==> config.mk <==
export PLATFORM = sky130hd
export DESIGN_NAME = mtp_lane
export DESIGN_NICKNAME = d
export VERILOG_FILES = /design/src/rtl/mtp_pkg.sv /design/src/rtl/mtp_lane.sv
export SDC_FILE = /design/constraint.sdc
export NUM_CORES = 1
export LEC_CHECK = 0
export ABC_CLOCK_PERIOD_IN_PS = 11400
export BUFFER_PORTS_ARGS = -buffer_cell sky130_fd_sc_hd__buf_2
export CELL_PAD_IN_SITES_DETAIL_PLACEMENT = 0
export CELL_PAD_IN_SITES_GLOBAL_PLACEMENT = 1
export CORE_ASPECT_RATIO = 0.9
export CORE_MARGIN = 2
export CORE_UTILIZATION = 30
export DETAILED_ROUTE_END_ITERATION = 10
export PLACE_DENSITY = 0.87
export SYNTH_ARGS = -nofsm -noshare
export SYNTH_HDL_FRONTEND = slang
export SYNTH_SLANG_ARGS = --single-unit
==> constraint.sdc <==
create_clock -name clk -period 11.4 [get_ports clk]
set_clock_uncertainty 0.2 [all_clocks]
set_input_delay 1.71 -clock clk [delete_from_list [all_inputs] [get_ports clk]]
set_output_delay 1.71 -clock clk [all_outputs]
set_load 0.01 [all_outputs]
==> src/rtl/mtp_pkg.sv <==
// Shared types, sizes and register codes for the meshlet triangle packer.
// Used by every module of the block; depends on nothing else.
`default_nettype none

package mtp_pkg;

  // Sizes of the meshlet storage.
  localparam int VTX_CAP  = 64;
  localparam int PRIM_CAP = 128;

  // Field widths of the ports.
  localparam int GVTX_W    = 32;
  localparam int LOCAL_W   = 6;
  localparam int CFG_VL_W  = 7;
  localparam int CFG_PL_W  = 8;
  localparam int CFG_W     = 8;
  localparam int CFG_IDX_W = 1;

  // Internal widths derived from the capacities.
  localparam int VIDX_W = $clog2(VTX_CAP);
  localparam int VC_W   = $clog2(VTX_CAP + 1);
  localparam int PC_W   = $clog2(PRIM_CAP + 1);
  localparam int VL_W   = (VC_W > CFG_VL_W) ? VC_W : CFG_VL_W;
  localparam int PL_W   = (PC_W > CFG_PL_W) ? PC_W : CFG_PL_W;

  // Match vectors are searched in groups of eight lanes.
  localparam int GRP     = 8;
  localparam int NGRP    = (VTX_CAP + GRP - 1) / GRP;
  localparam int HIT_PAD = NGRP * GRP;

  // Command codes.
  localparam logic CMD_ADD   = 1'b0;
  localparam logic CMD_START = 1'b1;

  // Configuration register indexes.
  localparam logic [CFG_IDX_W-1:0] REG_VERTEX_LIMIT    = 1'd0;
  localparam logic [CFG_IDX_W-1:0] REG_PRIMITIVE_LIMIT = 1'd1;

  typedef logic [2:0][GVTX_W-1:0] tri_vtx_t;
  typedef logic [2:0][VIDX_W-1:0] tri_idx_t;
  typedef logic [2:0][VTX_CAP-1:0] tri_hit_t;

  // Write request from the commit logic to the vertex lanes.
  typedef struct packed {
    logic [2:0] en;
    tri_idx_t   pos;
  } lane_wr_t;

  typedef enum logic {
    ST_IDLE,
    ST_COMMIT
  } state_t;

endpackage

`default_nettype wire

==> src/rtl/mtp_lane.sv <==
// One vertex lane: holds a single stored global index and compares it with
// the three vertices of an incoming triangle. Depends on mtp_pkg.
`default_nettype none

module mtp_lane
  import mtp_pkg::*;
(
  input  wire logic              clk,
  input  wire logic [VIDX_W-1:0] lane_idx,
  input  wire logic [VC_W-1:0]   count,
  input  wire logic              cmp_en,
  input  wire tri_vtx_t          cmp_vtx,
  input  wire lane_wr_t          wr,
  input  wire tri_vtx_t          wr_vtx,
  output logic [2:0]             hit_r
);

  logic [GVTX_W-1:0] entry_r;
  logic [GVTX_W-1:0] entry_nxt;
  logic [2:0]        hit_nxt;
  logic              live;

  // Only entries below the fill count are live and can match.
  assign live = VC_W'(lane_idx) < count;

  // Compare the stored vertex with each incoming vertex.
  always_comb begin
    hit_nxt = hit_r;
    if (cmp_en) begin
      for (int j = 0; j < 3; j++) begin
        hit_nxt[j] = live && (entry_r == cmp_vtx[j]);
      end
    end
  end

  // At most one appended vertex lands in this lane.
  always_comb begin
    entry_nxt = entry_r;
    for (int j = 0; j < 3; j++) begin
      if (wr.en[j] && (wr.pos[j] == lane_idx)) begin
        entry_nxt = wr_vtx[j];
      end
    end
  end

  always_ff @(posedge clk) begin
    entry_r <= entry_nxt;
    hit_r   <= hit_nxt;
  end

endmodule

`default_nettype wire

==> flow_summary.toml <==
[placement]
routabilityCongestion = 0.917
dpl_cell_area_mm2 = 0.00473
dp_hpwl_um = 12200
io_buffers = 230

[timing]
finalHoldViolCount = 0
tns_ns = 0
setup_viol = 0
hold_ws_ns = 0.758
min_period_over_period_pct = 35.0
period_minus_slack_ns = 3.99
tightest_slew_ns = 1.03
slew_violations = 0
max_freq_ghz = 0.251
slew_headroom_pct = 31.6
rsz0062_at_grt = "false"

[clocking]
cts_buffer_depth = 2
cts_tree = "built"
cts-hold-fix-buffers = 0
cts-root-buf = "clkbuf_16"
cts_max_level = 2
numCtsBuffers = 5
worstSkewPairLatency_ns = 0.28
cts_resized = 0
numClockSinks = 35
post_cts_buffers = 0
clkTransAtPathRegs_ns = 0.06

[worst_setup_path]
rr_worst_depth = 4
cp-start-kind = "input pin"
crit_path_max_fanout = 33
r2r-end = "hit_r[0]$_DFFE_PP_"
path_class = "in2reg"
end_kind = "flop"
cp_data_arrival_time_ns = 3.78
rrSetupSlack_ns = 9.24
rr_startpoint = "entry_r[26]$_DFFE_PP_"
cp.required_ns = 11.19

[worst_hold_path]
whs_path_depth = 4
min_from = "entry_r[29]$_DFFE_PP_"
min_to = "hit_r[1]$_DFFE_PP_"
hold_class = "reg2reg"

[final_layout]
final_common_cell = "buf_2"
layout_common_cells = "230 x buf_2, 101 x xor2_1, 38 x nor4_1"
final_area_mm2 = 0.00488
area_growth_pct = 40.6
nNetsFinal = 858
antenna_cells = 0
utilization_pct = 43.0
drive_gt1_share_pct = 39.0
fill_cells = 1191

[global_routing]
grt_pass1_wl_um = 20700
grt_usage_pct = 21.8
grt_max_degree = 52
antenna_found_initial = 0
grt_pass1_vias = 3947
grt_overflow = 0

[floorplan]
dieArea_mm2 = 0.0124
die_x_um = 117
num_rows = 37
start_util_pct = 30.6
die_h_um = 106
core_mm2 = 0.0113
io_pins = 231

[synthesis]
synthArstFlopShare_pct = 0
ys_seq_area_share_pct = 30.3
ys_warn_count = 0
synth_ff_type = "edfxtp_1"
synth_seq_cells = 35
syn_area_mm2 = 0.00347
syn-num-nets = 643
synthDistinctLibCells = 25
synth.avg_cell_area_um2 = 8.46
netlist_instances = 410
synth_edf_count = 35

[drt]
dr.pass1.iters = 4
postRouteAntennaNets = 0
drc = 0
drt_wl_total_um = 14200
via_per_inst = 4.97
wl_per_cell_um = 18.2
vias = 3886
dr.first_iter.drc_count = 212

[power]
power_density_mw_per_mm2 = 81.5
power_uw = 398
ir_drop_v = 0.0000452
leakagePower_nw = 2.13

[run]
drv_cap = 0

[outcome]
status = "complete, no violations"
## worst max path at each step
stage,from,end,slack (ns),cells after the start
3_3_place_gp,lane_idx[2],entry_r[17]$_DFFE_PP_,7.17,7
4_1_cts,lane_idx[1],entry_r[10]$_DFFE_PP_,7.38,7
2_1_floorplan,wr[9],entry_r[0]$_DFFE_PP_,6.50,4
3_5_place_dp,lane_idx[1],entry_r[10]$_DFFE_PP_,7.09,7
6_report,lane_idx[1],entry_r[16]$_DFFE_PP_,7.41,7
5_1_grt,lane_idx[1],entry_r[17]$_DFFE_PP_,7.18,7
## layout make-up
class                   instances  area, um^2  share of cell area, %
multi-input cells             324        2210                   45.3
repair buffers                234        1180                   24.2
flip-flops and latches         35        1050                   21.6
well taps                     156         195                   4.00
clock buffers                   5         125                   2.57
inverters                      25        93.8                   1.92
clock inverters                 3        20.0                  0.411
## where the power goes
group | total [mW] | internal, mW | leakage (nW) | switching [mW]
clock | 0.131 | 0.0804 | 0.0658 | 0.0508
combinational | 0.112 | 0.0536 | 1.75 | 0.0580
sequential | 0.155 | 0.147 | 0.321 | 0.00745
total | 0.398 | 0.281 | 2.13 | 0.116
## cells in the mapped netlist, drive strengths merged, types with 3 or more instances
cell,instances,share of area (%)
a211oi,3,0.65
a21oi,3,0.43
a31oi,32,5.8
clkbuf,24,2.6
edfxtp,35,30
ha,5,1.8
inv,25,2.7
nand2,28,3.0
nand3,3,0.43
nand4,8,1.4
nor3,32,4.6
nor4,38,6.9
o21ai,32,4.6
or3,18,3.2
xnor2,12,3.0
xor2,102,26
## registers in the layout, indices dropped and copies added, names as in the netlist
name	flops
hit_r	3
entry_r	32
## cells by family after synthesis
family	after synthesis	share of synthesized area, %
flops	35	30.3
compound gates	73	12.1
simple gates	132	20.8
xor+xnor	114	29.0
fa+ha+maj	5	1.80
buf+inv	51	5.95
## critical path, cell delays in order
cell and delay [ns]:
buf_2 0.14, xnor2_1 0.13, nand4_1 0.09, buf_4 0.33, or2_1 0.84, o211ai_1 0.18, buf_4 0.32
## metrics by stage
stage | setup slack, ns | instances
final | 7.41 | 782
after global routing | 7.18 | 782
after detailed placement | 7.09 | 774
after floorplan | 6.50 | 410
after global placement | 7.17 | 774
after CTS | 7.38 | 782
## routing by layer
layer	global-route usage, %	share of wire [%]	vias to the layer above
li1	-	-	1909
met1	27.5	43	1760
met2	38.1	47	205
met3	4.94	8.5	12
met4	5.34	1.3	0
met5	0	0	-
Note: power is estimated with default switching activity, not from simulation.
