$ cat config.mk
export PLATFORM = sky130hd
export DESIGN_NAME = mtp_merge
export DESIGN_NICKNAME = d
export VERILOG_FILES = /design/src/rtl/mtp_pkg.sv /design/src/rtl/mtp_merge.sv
export SDC_FILE = /design/constraint.sdc
export NUM_CORES = 1
export LEC_CHECK = 0
export BUFFER_PORTS_ARGS = -buffer_cell sky130_fd_sc_hd__buf_2
export CAP_MARGIN = 20
export CELL_PAD_IN_SITES_DETAIL_PLACEMENT = 0
export CELL_PAD_IN_SITES_GLOBAL_PLACEMENT = 2
export CORE_ASPECT_RATIO = 1.2
export CORE_UTILIZATION = 18
export DETAILED_ROUTE_END_ITERATION = 10
export PLACE_DENSITY_LB_ADDON = 0.2
export SYNTH_ARGS = -nofsm -noshare
export SYNTH_HDL_FRONTEND = slang
export SYNTH_SLANG_ARGS = --single-unit
$ cat constraint.sdc
create_clock -name vclk -period 4.2
set_clock_uncertainty 0.2 [all_clocks]
set_input_delay 0.21 -clock vclk [all_inputs]
set_output_delay 0.21 -clock vclk [all_outputs]
set_load 0.05 [all_outputs]
$ cat src/rtl/mtp_pkg.sv
// Shared types, sizes and register codes for the meshlet triangle packer.
// Used by every module of the block; depends on nothing else.
`default_nettype none

package mtp_pkg;

  // Sizes of the meshlet storage.
  localparam int VTX_CAP  = 64;
  localparam int PRIM_CAP = 128;

  // Field widths of the ports.
  localparam int GVTX_W    = 32;
  localparam int LOCAL_W   = 6;
  localparam int CFG_VL_W  = 7;
  localparam int CFG_PL_W  = 8;
  localparam int CFG_W     = 8;
  localparam int CFG_IDX_W = 1;

  // Internal widths derived from the capacities.
  localparam int VIDX_W = $clog2(VTX_CAP);
  localparam int VC_W   = $clog2(VTX_CAP + 1);
  localparam int PC_W   = $clog2(PRIM_CAP + 1);
  localparam int VL_W   = (VC_W > CFG_VL_W) ? VC_W : CFG_VL_W;
  localparam int PL_W   = (PC_W > CFG_PL_W) ? PC_W : CFG_PL_W;

  // Match vectors are searched in groups of eight lanes.
  localparam int GRP     = 8;
  localparam int NGRP    = (VTX_CAP + GRP - 1) / GRP;
  localparam int HIT_PAD = NGRP * GRP;

  // Command codes.
  localparam logic CMD_ADD   = 1'b0;
  localparam logic CMD_START = 1'b1;

  // Configuration register indexes.
  localparam logic [CFG_IDX_W-1:0] REG_VERTEX_LIMIT    = 1'd0;
  localparam logic [CFG_IDX_W-1:0] REG_PRIMITIVE_LIMIT = 1'd1;

  typedef logic [2:0][GVTX_W-1:0] tri_vtx_t;
  typedef logic [2:0][VIDX_W-1:0] tri_idx_t;
  typedef logic [2:0][VTX_CAP-1:0] tri_hit_t;

  // Write request from the commit logic to the vertex lanes.
  typedef struct packed {
    logic [2:0] en;
    tri_idx_t   pos;
  } lane_wr_t;

  typedef enum logic {
    ST_IDLE,
    ST_COMMIT
  } state_t;

endpackage

`default_nettype wire

$ cat src/rtl/mtp_merge.sv
// Merging stage: turns the per-lane match bits into a found flag and the
// highest matching lane for each triangle vertex. Depends on mtp_pkg.
`default_nettype none

module mtp_merge
  import mtp_pkg::*;
(
  input  wire tri_hit_t hit,
  output logic [2:0]    found,
  output tri_idx_t      idx
);

  // Highest set bit, found first by group of eight and then inside it.
  always_comb begin
    logic [HIT_PAD-1:0] pad;
    logic [GRP-1:0]     grp;
    int                 gsel;
    int                 bsel;
    for (int j = 0; j < 3; j++) begin
      pad  = HIT_PAD'(hit[j]);
      gsel = 0;
      bsel = 0;
      for (int g = 0; g < NGRP; g++) begin
        if (|pad[g*GRP +: GRP]) begin
          gsel = g;
        end
      end
      grp = pad[gsel*GRP +: GRP];
      for (int b = 0; b < GRP; b++) begin
        if (grp[b]) begin
          bsel = b;
        end
      end
      found[j] = |hit[j];
      idx[j]   = VIDX_W'(gsel * GRP + bsel);
    end
  end

endmodule

`default_nettype wire

==> results of run 1 <==
final timing paths:
check,to,slack (ns)
max,idx[2],0.45
min,found[0],0.69
power breakdown:
part           leakage, nW  switching (mW)  internal [mW]  total (mW)
Combinational         1.47           0.120          0.107       0.227
Sequential               0               0              0           0
Clock                    0               0              0           0
per-stage QoR:
stage | hold slack, ns | util, % | instances | worst slack [ns]
after global placement | 0.692 | 29.2 | 702 | 0.465
after CTS | 0.695 | 29.2 | 702 | 0.447
after floorplan | 0.558 | - | 326 | 0.168
final | 0.693 | 29.2 | 702 | 0.448
after detailed placement | 0.693 | 29.2 | 702 | 0.444
after global routing | 0.721 | 29.2 | 702 | 0.323
tightest hold or removal path, cell delays in order:
cell	delay, ns
buf_2	0.09
nor2_1	0.04
nand4_1	0.08
buf_2	0.26
layout make-up:
type                       count  share of cell area (%)
timing repair buffer         227                    32.8
multi-input combinational    300                    60.1
tap                          161                    5.64
inverter                      14                    1.47
cell usage after synthesis, types with 5 or more instances:
cell / number / area share, %
nand3_1: 7 / 1.5
nor4_1: 32 / 8.8
clkbuf_1: 5 / 0.83
a21oi_1: 22 / 4.8
a211oi_1: 10 / 3.3
o21a_1: 5 / 1.7
inv_1: 10 / 1.7
nand4_1: 11 / 3.0
nor3_1: 12 / 2.6
or3_1: 10 / 2.8
mux2_2: 5 / 2.5
nor2_1: 23 / 3.8
nand2_1: 11 / 1.8
or4_1: 24 / 7.9
mux2i_1: 16 / 7.1
o21ai_0: 18 / 4.0
cell usage in the layout, fill, tap and decap left out, types with 4 or more instances in the layout:
master and n:
or3_1 10, nand2_1 11, nand3_1 7, nor2_1 23, o32ai_1 4, a31oi_1 4, buf_4 14, inv_1 10
a21oi_1 22, o21a_1 5, mux2i_1 16, or4_1 24, nor4_1 32, nand4_1 11, mux2_2 5, nor3_1 12
and2_1 4, o211ai_1 4, o21ai_0 18, buf_2 213, a211oi_1 10
kinds of logic after synthesis:
kind of cell	after synthesis	share of synthesized area [%]
AND/OR/NAND/NOR	160	43.3
multiplexers	26	13.7
buffers and inverters	26	5.45
AO/OA/AOI/OAI	114	37.6
per-layer routing:
metal	routed length (um)	up-vias	global-route usage (%)
met2	6800	139	36.3
met4	195	0	2.61
li1	-	1818	-
met5	0	-	0
met3	726	14	2.29
met1	5150	1757	21.1
==> run summary, run 1 <==
critical path required time: 3.79 ns
share of cells above drive strength 1: 48.6%
outcome: complete, no violations
post-CTS sizing: 0
peak supply drop: 0.0000280 V
final setup vio count: 0
die width: 105 um
fill count: 1468
Placer Congestion: 0.872
Post-layout nets: 735
slowest CP cell: or4_1
Buffers & Inverters on Critical Path: 2
startpoint types: primary input
largest net degree at the start of global routing: 17
hold path start: hit[5]
Hold Vio Cnt, Final: 0
vias per inst: 5.31
Finished Cell Area: 3570 um2
Residual DRC: 0
ANT nets after route: 0
gr usage total: 18.4%
dpl cell area: 3570 um2
drt first pass iters: 4
Leakage: 1.47 nW
pwr dens: 63.5 nW/um2
slew at the pin closest to its max-slew limit: 0.633 ns
hold depth: 4
Post-Syn Area: 2270 um2
critical path depth in cells: 10
worst min path class: in -> out
Final TNS setup: 0 ns
Worst slew margin: 57.4%
CP max FO: 16
most used cell along the critical path: buf_2
first-pass GRT wire length: 19600 um
FF+latch count: 0
CP Cell Sequence: buf_2, or4_1, o211a_1, o211ai_4, and2_4, mux4_2, a221oi_4, nand2_1, or3_1, buf_2
Initial Util: 18.6%
critical path class: in -> out
Vias: 3728
Crit path largest cell delay: 0.58 ns
sequential element share of the synthesized area: 0%
top achievable clock speed: 266 MHz
DP HPWL: 11600 um
Final Cycle Share: 89.3%
minimum clock period: 3.75 ns
Area Overhead vs Synth: 57.3%
WL per Instance: 18.3 um
Storage cell area: 0 um2
multi-input logic area: 2150 um2
max capacitance violation total: 0
clock buffers: 0
total design power: 0.227 mW
grt total ovfl: 0
row count: 44
post-CTS setup buffers: 0
DR iter-0 viols: 185
Worst path top cell family by delay: simple AND/OR/NAND/NOR gates
YS warnings: 0
# hold bufs at CTS: 0
Syn Inst Count: 326
syn nets: 518
Critical Path Start: hit[12]
mean area per synthesized cell: 6.97 um2
IO Count: 213
unrepaired setup endpoints after global routing: false
CP endpoint kind: output pin
die span in y: 125 um
vias in the first global route: 3797
core box area: 12200 um2
port buffer count: 213
diodes inserted: 0
Detailed Route WL: 12900 um
initial antenna violation count: 0
Yosys cell types: 72
Slew Viols, Final: 0
Die ar.: 13100 um2
crit path DAT: 3.34 ns
(Power assumes the default switching activity.)
==> run 2, diff against run 1 <==
--- a/config.mk
+++ b/config.mk
@@ -10,6 +10,7 @@
 export CELL_PAD_IN_SITES_DETAIL_PLACEMENT = 0
 export CELL_PAD_IN_SITES_GLOBAL_PLACEMENT = 2
 export CORE_ASPECT_RATIO = 1.2
+export CORE_MARGIN = 5
 export CORE_UTILIZATION = 18
 export DETAILED_ROUTE_END_ITERATION = 10
 export PLACE_DENSITY_LB_ADDON = 0.2
==> run 2 against run 1 <==
  * First-iteration DRC count increased by 24%
  * Global-route usage decreased by 1.2 points
  * Routed wire length increased by 6.6%
  * Cell area rose by 0.10%
  * Setup slack improved by 0.16 ns
  * Sequential cell count stayed put
  * Via count increased by 1.4%
  * Non-clock buffer count unchanged
  * Clock-buffer cell count unchanged
  * Maximum frequency increased by 4.4%
  * Cell count is 0.43% higher
==> run summary, run 2 (synthesis gave the netlist of run 1 again) <==
first-pass GRT wire length: 21500 um
unrepaired setup endpoints after global routing: false
post-CTS sizing: 0
Post-layout nets: 735
Slew Viols, Final: 0
crit path DAT: 3.18 ns
slew at the pin closest to its max-slew limit: 0.674 ns
FF+latch count: 0
minimum clock period: 3.59 ns
Residual DRC: 0
min setup slack post-route: 0.605 ns
diodes inserted: 0
top achievable clock speed: 278 MHz
Int Power: 0.107 mW
post-CTS setup buffers: 0
largest net degree at the start of global routing: 17
Reg power frac: 0%
DR iter-0 viols: 230
startpoint types: primary input
most frequent cells in the layout: buf_2, nor4_1, or4_1
vias in the first global route: 4124
initial antenna violation count: 0
post-route insts no fill: 705
final setup vio count: 0
CP max FO: 7
worst min path class: in -> out
row count: 45
slowest CP cell: o221ai_1
drt first pass iters: 5
total design power: 0.228 mW
post-layout util: 28.6%
Vias: 3780
dpl ws: 0.595 ns
share of cells above drive strength 1: 48.6%
critical path required time: 3.79 ns
Final TNS setup: 0 ns
Storage cell area: 0 um2
CP endpoint kind: output pin
clock buffers: 0
Worst path top cell family by delay: simple AND/OR/NAND/NOR gates
# hold bufs at CTS: 0
CP Cell Sequence: buf_2, or4_1, nand4bb_1, o221ai_1, buf_4, nor3_1, nor2_1, o221ai_1, or4_1, o211ai_1, buf_2
critical path depth in cells: 11
Placer Congestion: 0.895
vias per inst: 5.36
combinational power share: 100.0%
Hold WS: 0.692 ns
Area Overhead vs Synth: 57.5%
pwr dens: 63.7 nW/um2
max capacitance violation total: 0
Finished Cell Area: 3580 um2
Detailed Route WL: 13700 um
Final Cycle Share: 85.6%
critical path class: in -> out
Leakage: 1.47 nW
port buffer count: 213
clock power share: 0%
Sw Pwr: 0.121 mW
ANT nets after route: 0
outcome: complete, no violations
Worst slew margin: 55.1%
DP HPWL: 12400 um
Buffers & Inverters on Critical Path: 3
Die ar.: 15000 um2
dpl cell area: 3580 um2
Sw Share: 53.1%
core box area: 12500 um2
fill count: 1494
placed cells: 705
Crit path largest cell delay: 0.59 ns
most common cell after layout, fill and taps aside: buf_2
grt total ovfl: 0
gr usage total: 17.2%
peak supply drop: 0.0000329 V
die width: 113 um
Hold Vio Cnt, Final: 0
Initial Util: 18.2%
WL per Instance: 19.5 um
IO Count: 213
hold depth: 4
die span in y: 133 um
run 2: cell counts in the layout (fill, tap and decap cells not counted):
No cell type changed its count.
run 2: final timing paths:
check | startpoint | end | slack (ns)
worst min-delay path | hit[0] | found[0] | 0.69
worst max-delay path | hit[89] | idx[6] | 0.61
run 2: layout make-up:
type	instances	area, um2	share of cell area, %
inverter	14	52.6	1.47
multi-input combinational	300	2150	60.0
tap	164	205	5.74
timing repair buffer	227	1170	32.8
run 2: power groups by stage:
| stage | Combinational [mW] | Sequential, mW | Clock [mW] |
|---|---|---|---|
| 4_1_cts | 0.227 | 0 | 0 |
| 3_3_place_gp | 0.227 | 0 | 0 |
| 6_report | 0.228 | 0 | 0 |
| 2_1_floorplan | 0.0850 | 0 | 0 |
| 5_1_grt | 0.248 | 0 | 0 |
| 3_5_place_dp | 0.226 | 0 | 0 |
run 2: metal layers:
metal | part of all wire [%] | GRT usage [%] | wire (um) | up-vias
li1 | - | - | - | 1823
met1 | 40 | 21.0 | 5500 | 1795
met2 | 53 | 33.0 | 7290 | 147
met3 | 5.3 | 1.60 | 729 | 15
met4 | 1.4 | 2.20 | 193 | 0
met5 | 0 | 0 | 0 | -
run 2: worst min-delay path, cell delays in order:
cell and delay [ns]:
buf_2 0.08, nor4_1 0.04, nand4_1 0.09, buf_2 0.26
==> run 3, diff against run 2 <==
--- a/config.mk
+++ b/config.mk
@@ -7,11 +7,11 @@
 export LEC_CHECK = 0
 export BUFFER_PORTS_ARGS = -buffer_cell sky130_fd_sc_hd__buf_2
 export CAP_MARGIN = 20
-export CELL_PAD_IN_SITES_DETAIL_PLACEMENT = 0
-export CELL_PAD_IN_SITES_GLOBAL_PLACEMENT = 2
+export CELL_PAD_IN_SITES_DETAIL_PLACEMENT = 1
+export CELL_PAD_IN_SITES_GLOBAL_PLACEMENT = 1
 export CORE_ASPECT_RATIO = 1.2
 export CORE_MARGIN = 5
-export CORE_UTILIZATION = 18
+export CORE_UTILIZATION = 24
 export DETAILED_ROUTE_END_ITERATION = 10
 export PLACE_DENSITY_LB_ADDON = 0.2
 export SYNTH_ARGS = -nofsm -noshare
==> run 3 against run 2 <==
  * Global-route usage up 4.2 points
  * Total power about the same
  * Cell count decreased by 5.5%
  * Routed wire length fell by 2.4%
  * Worst hold slack lost 0.0023 ns
  * Via count rose by 0.53%
  * Core utilization grew 9.1 points
  * Maximum frequency fell by 5.1%
  * Sequential cell count unchanged
  * Die area shrank 23%
  * Non-clock buffer count grew 1
  * Critical path type unchanged
  * Highest routed layer unchanged
==> run summary, run 3 (synthesis gave the netlist of run 1 again) <==
CP endpoint kind: output pin
FF+latch count: 0
IO Count: 213
largest net degree at the start of global routing: 17
# hold bufs at CTS: 0
Storage cell area: 0 um2
startpoint types: primary input
final setup vio count: 0
Placer Congestion: 0.920
share of cells above drive strength 1: 48.7%
total design power: 0.228 mW
clock buffers: 0
critical path required time: 3.79 ns
min setup slack post-route: 0.413 ns
grt total ovfl: 0
ANT nets after route: 0
Crit path largest cell delay: 0.59 ns
slowest CP cell: nor4_1
Initial Util: 24.2%
drt first pass iters: 4
die span in y: 117 um
Slew Viols, Final: 0
DR iter-0 viols: 138
unrepaired setup endpoints after global routing: false
worst min path class: in -> out
fill count: 1284
CP Cell Sequence: buf_2, nor4_1, nand4_1, o211ai_4, and2_4, mux4_2, a221oi_4, nand2_1, or3_1, buf_2
most frequent cells in the layout: buf_2, nor4_1, or4_1
gr usage total: 21.4%
crit path DAT: 3.38 ns
Final TNS setup: 0 ns
CP max FO: 16
Area Overhead vs Synth: 55.6%
Leakage: 1.48 nW
pwr dens: 64.5 nW/um2
port buffer count: 213
dpl ws: 0.449 ns
peak supply drop: 0.0000300 V
max capacitance violation total: 0
post-layout util: 37.7%
met2 usage: 40.6%
top achievable clock speed: 264 MHz
Vias: 3800
vias in the first global route: 4067
Worst slew margin: 49.7%
vias per inst: 5.71
M1 GR Usage: 25.2%
first-pass GRT wire length: 20400 um
outcome: complete, no violations
slew at the pin closest to its max-slew limit: 0.754 ns
post-CTS sizing: 0
most used cell along the critical path: buf_2
Hold Vio Cnt, Final: 0
die width: 98.8 um
critical path class: in -> out
WL per Instance: 20.1 um
DP HPWL: 12200 um
minimum clock period: 3.79 ns
most common cell after layout, fill and taps aside: buf_2
Post-layout nets: 736
GRT busiest layer: met2
Final Cycle Share: 90.2%
Die ar.: 11500 um2
Detailed Route WL: 13400 um
met3 Use GR: 3.29%
row count: 39
initial antenna violation count: 0
post-CTS setup buffers: 0
core box area: 9370 um2
Residual DRC: 0
## run 3: changes by cell type in the layout (fill, tap and decap cells not counted)
cell     delta
diode_2     +1
buf_4       +1
## run 3: stage by stage
step                area [um2]  hold WS (ns)  cells
CTS                       3530         0.694    665
finish                    3530         0.689    666
global placement          3530         0.700    665
detailed placement        3530         0.692    665
global route              3530         0.721    665
floorplan                 2270         0.558    326
## run 3: cell type report
class / count / area, um2 / area share (%)
repair buffers: 228 / 1180 / 33.3
well taps: 123 / 154 / 4.35
multi-input cells: 300 / 2150 / 60.7
diodes: 1 / 2.50 / 0.0708
inverters: 14 / 52.6 / 1.49
## run 3: worst max-delay path: cells and delay by family
| family | cells | cell delay [ns] |
|---|---|---|
| buffers and inverters | 2 | 0.34 |
| muxes | 1 | 0.56 |
| and+or+nand+nor | 5 | 1.56 |
| AOI/OAI and AO/OA | 2 | 0.71 |
## run 3: metal layers
layer / part of all wire [%] / vias up / wire, um
met5: 0 / - / 0
met4: 2.0 / 0 / 267
met3: 7.6 / 25 / 1020
met2: 53 / 175 / 7040
met1: 38 / 1783 / 5060
li1: - / 1817 / -
## run 3: final timing paths
check,start,end,slack [ns],depth (start not counted)
max,hit[44],idx[2],0.41,10
min,hit[0],found[0],0.69,4
## run 3: power by group
group	leakage [nW]	internal (mW)	total, mW	switching, mW
clock	0.00000634	0.0000000319	0.0000000319	0
combinational	1.48	0.107	0.228	0.121
sequential	0	0	0	0
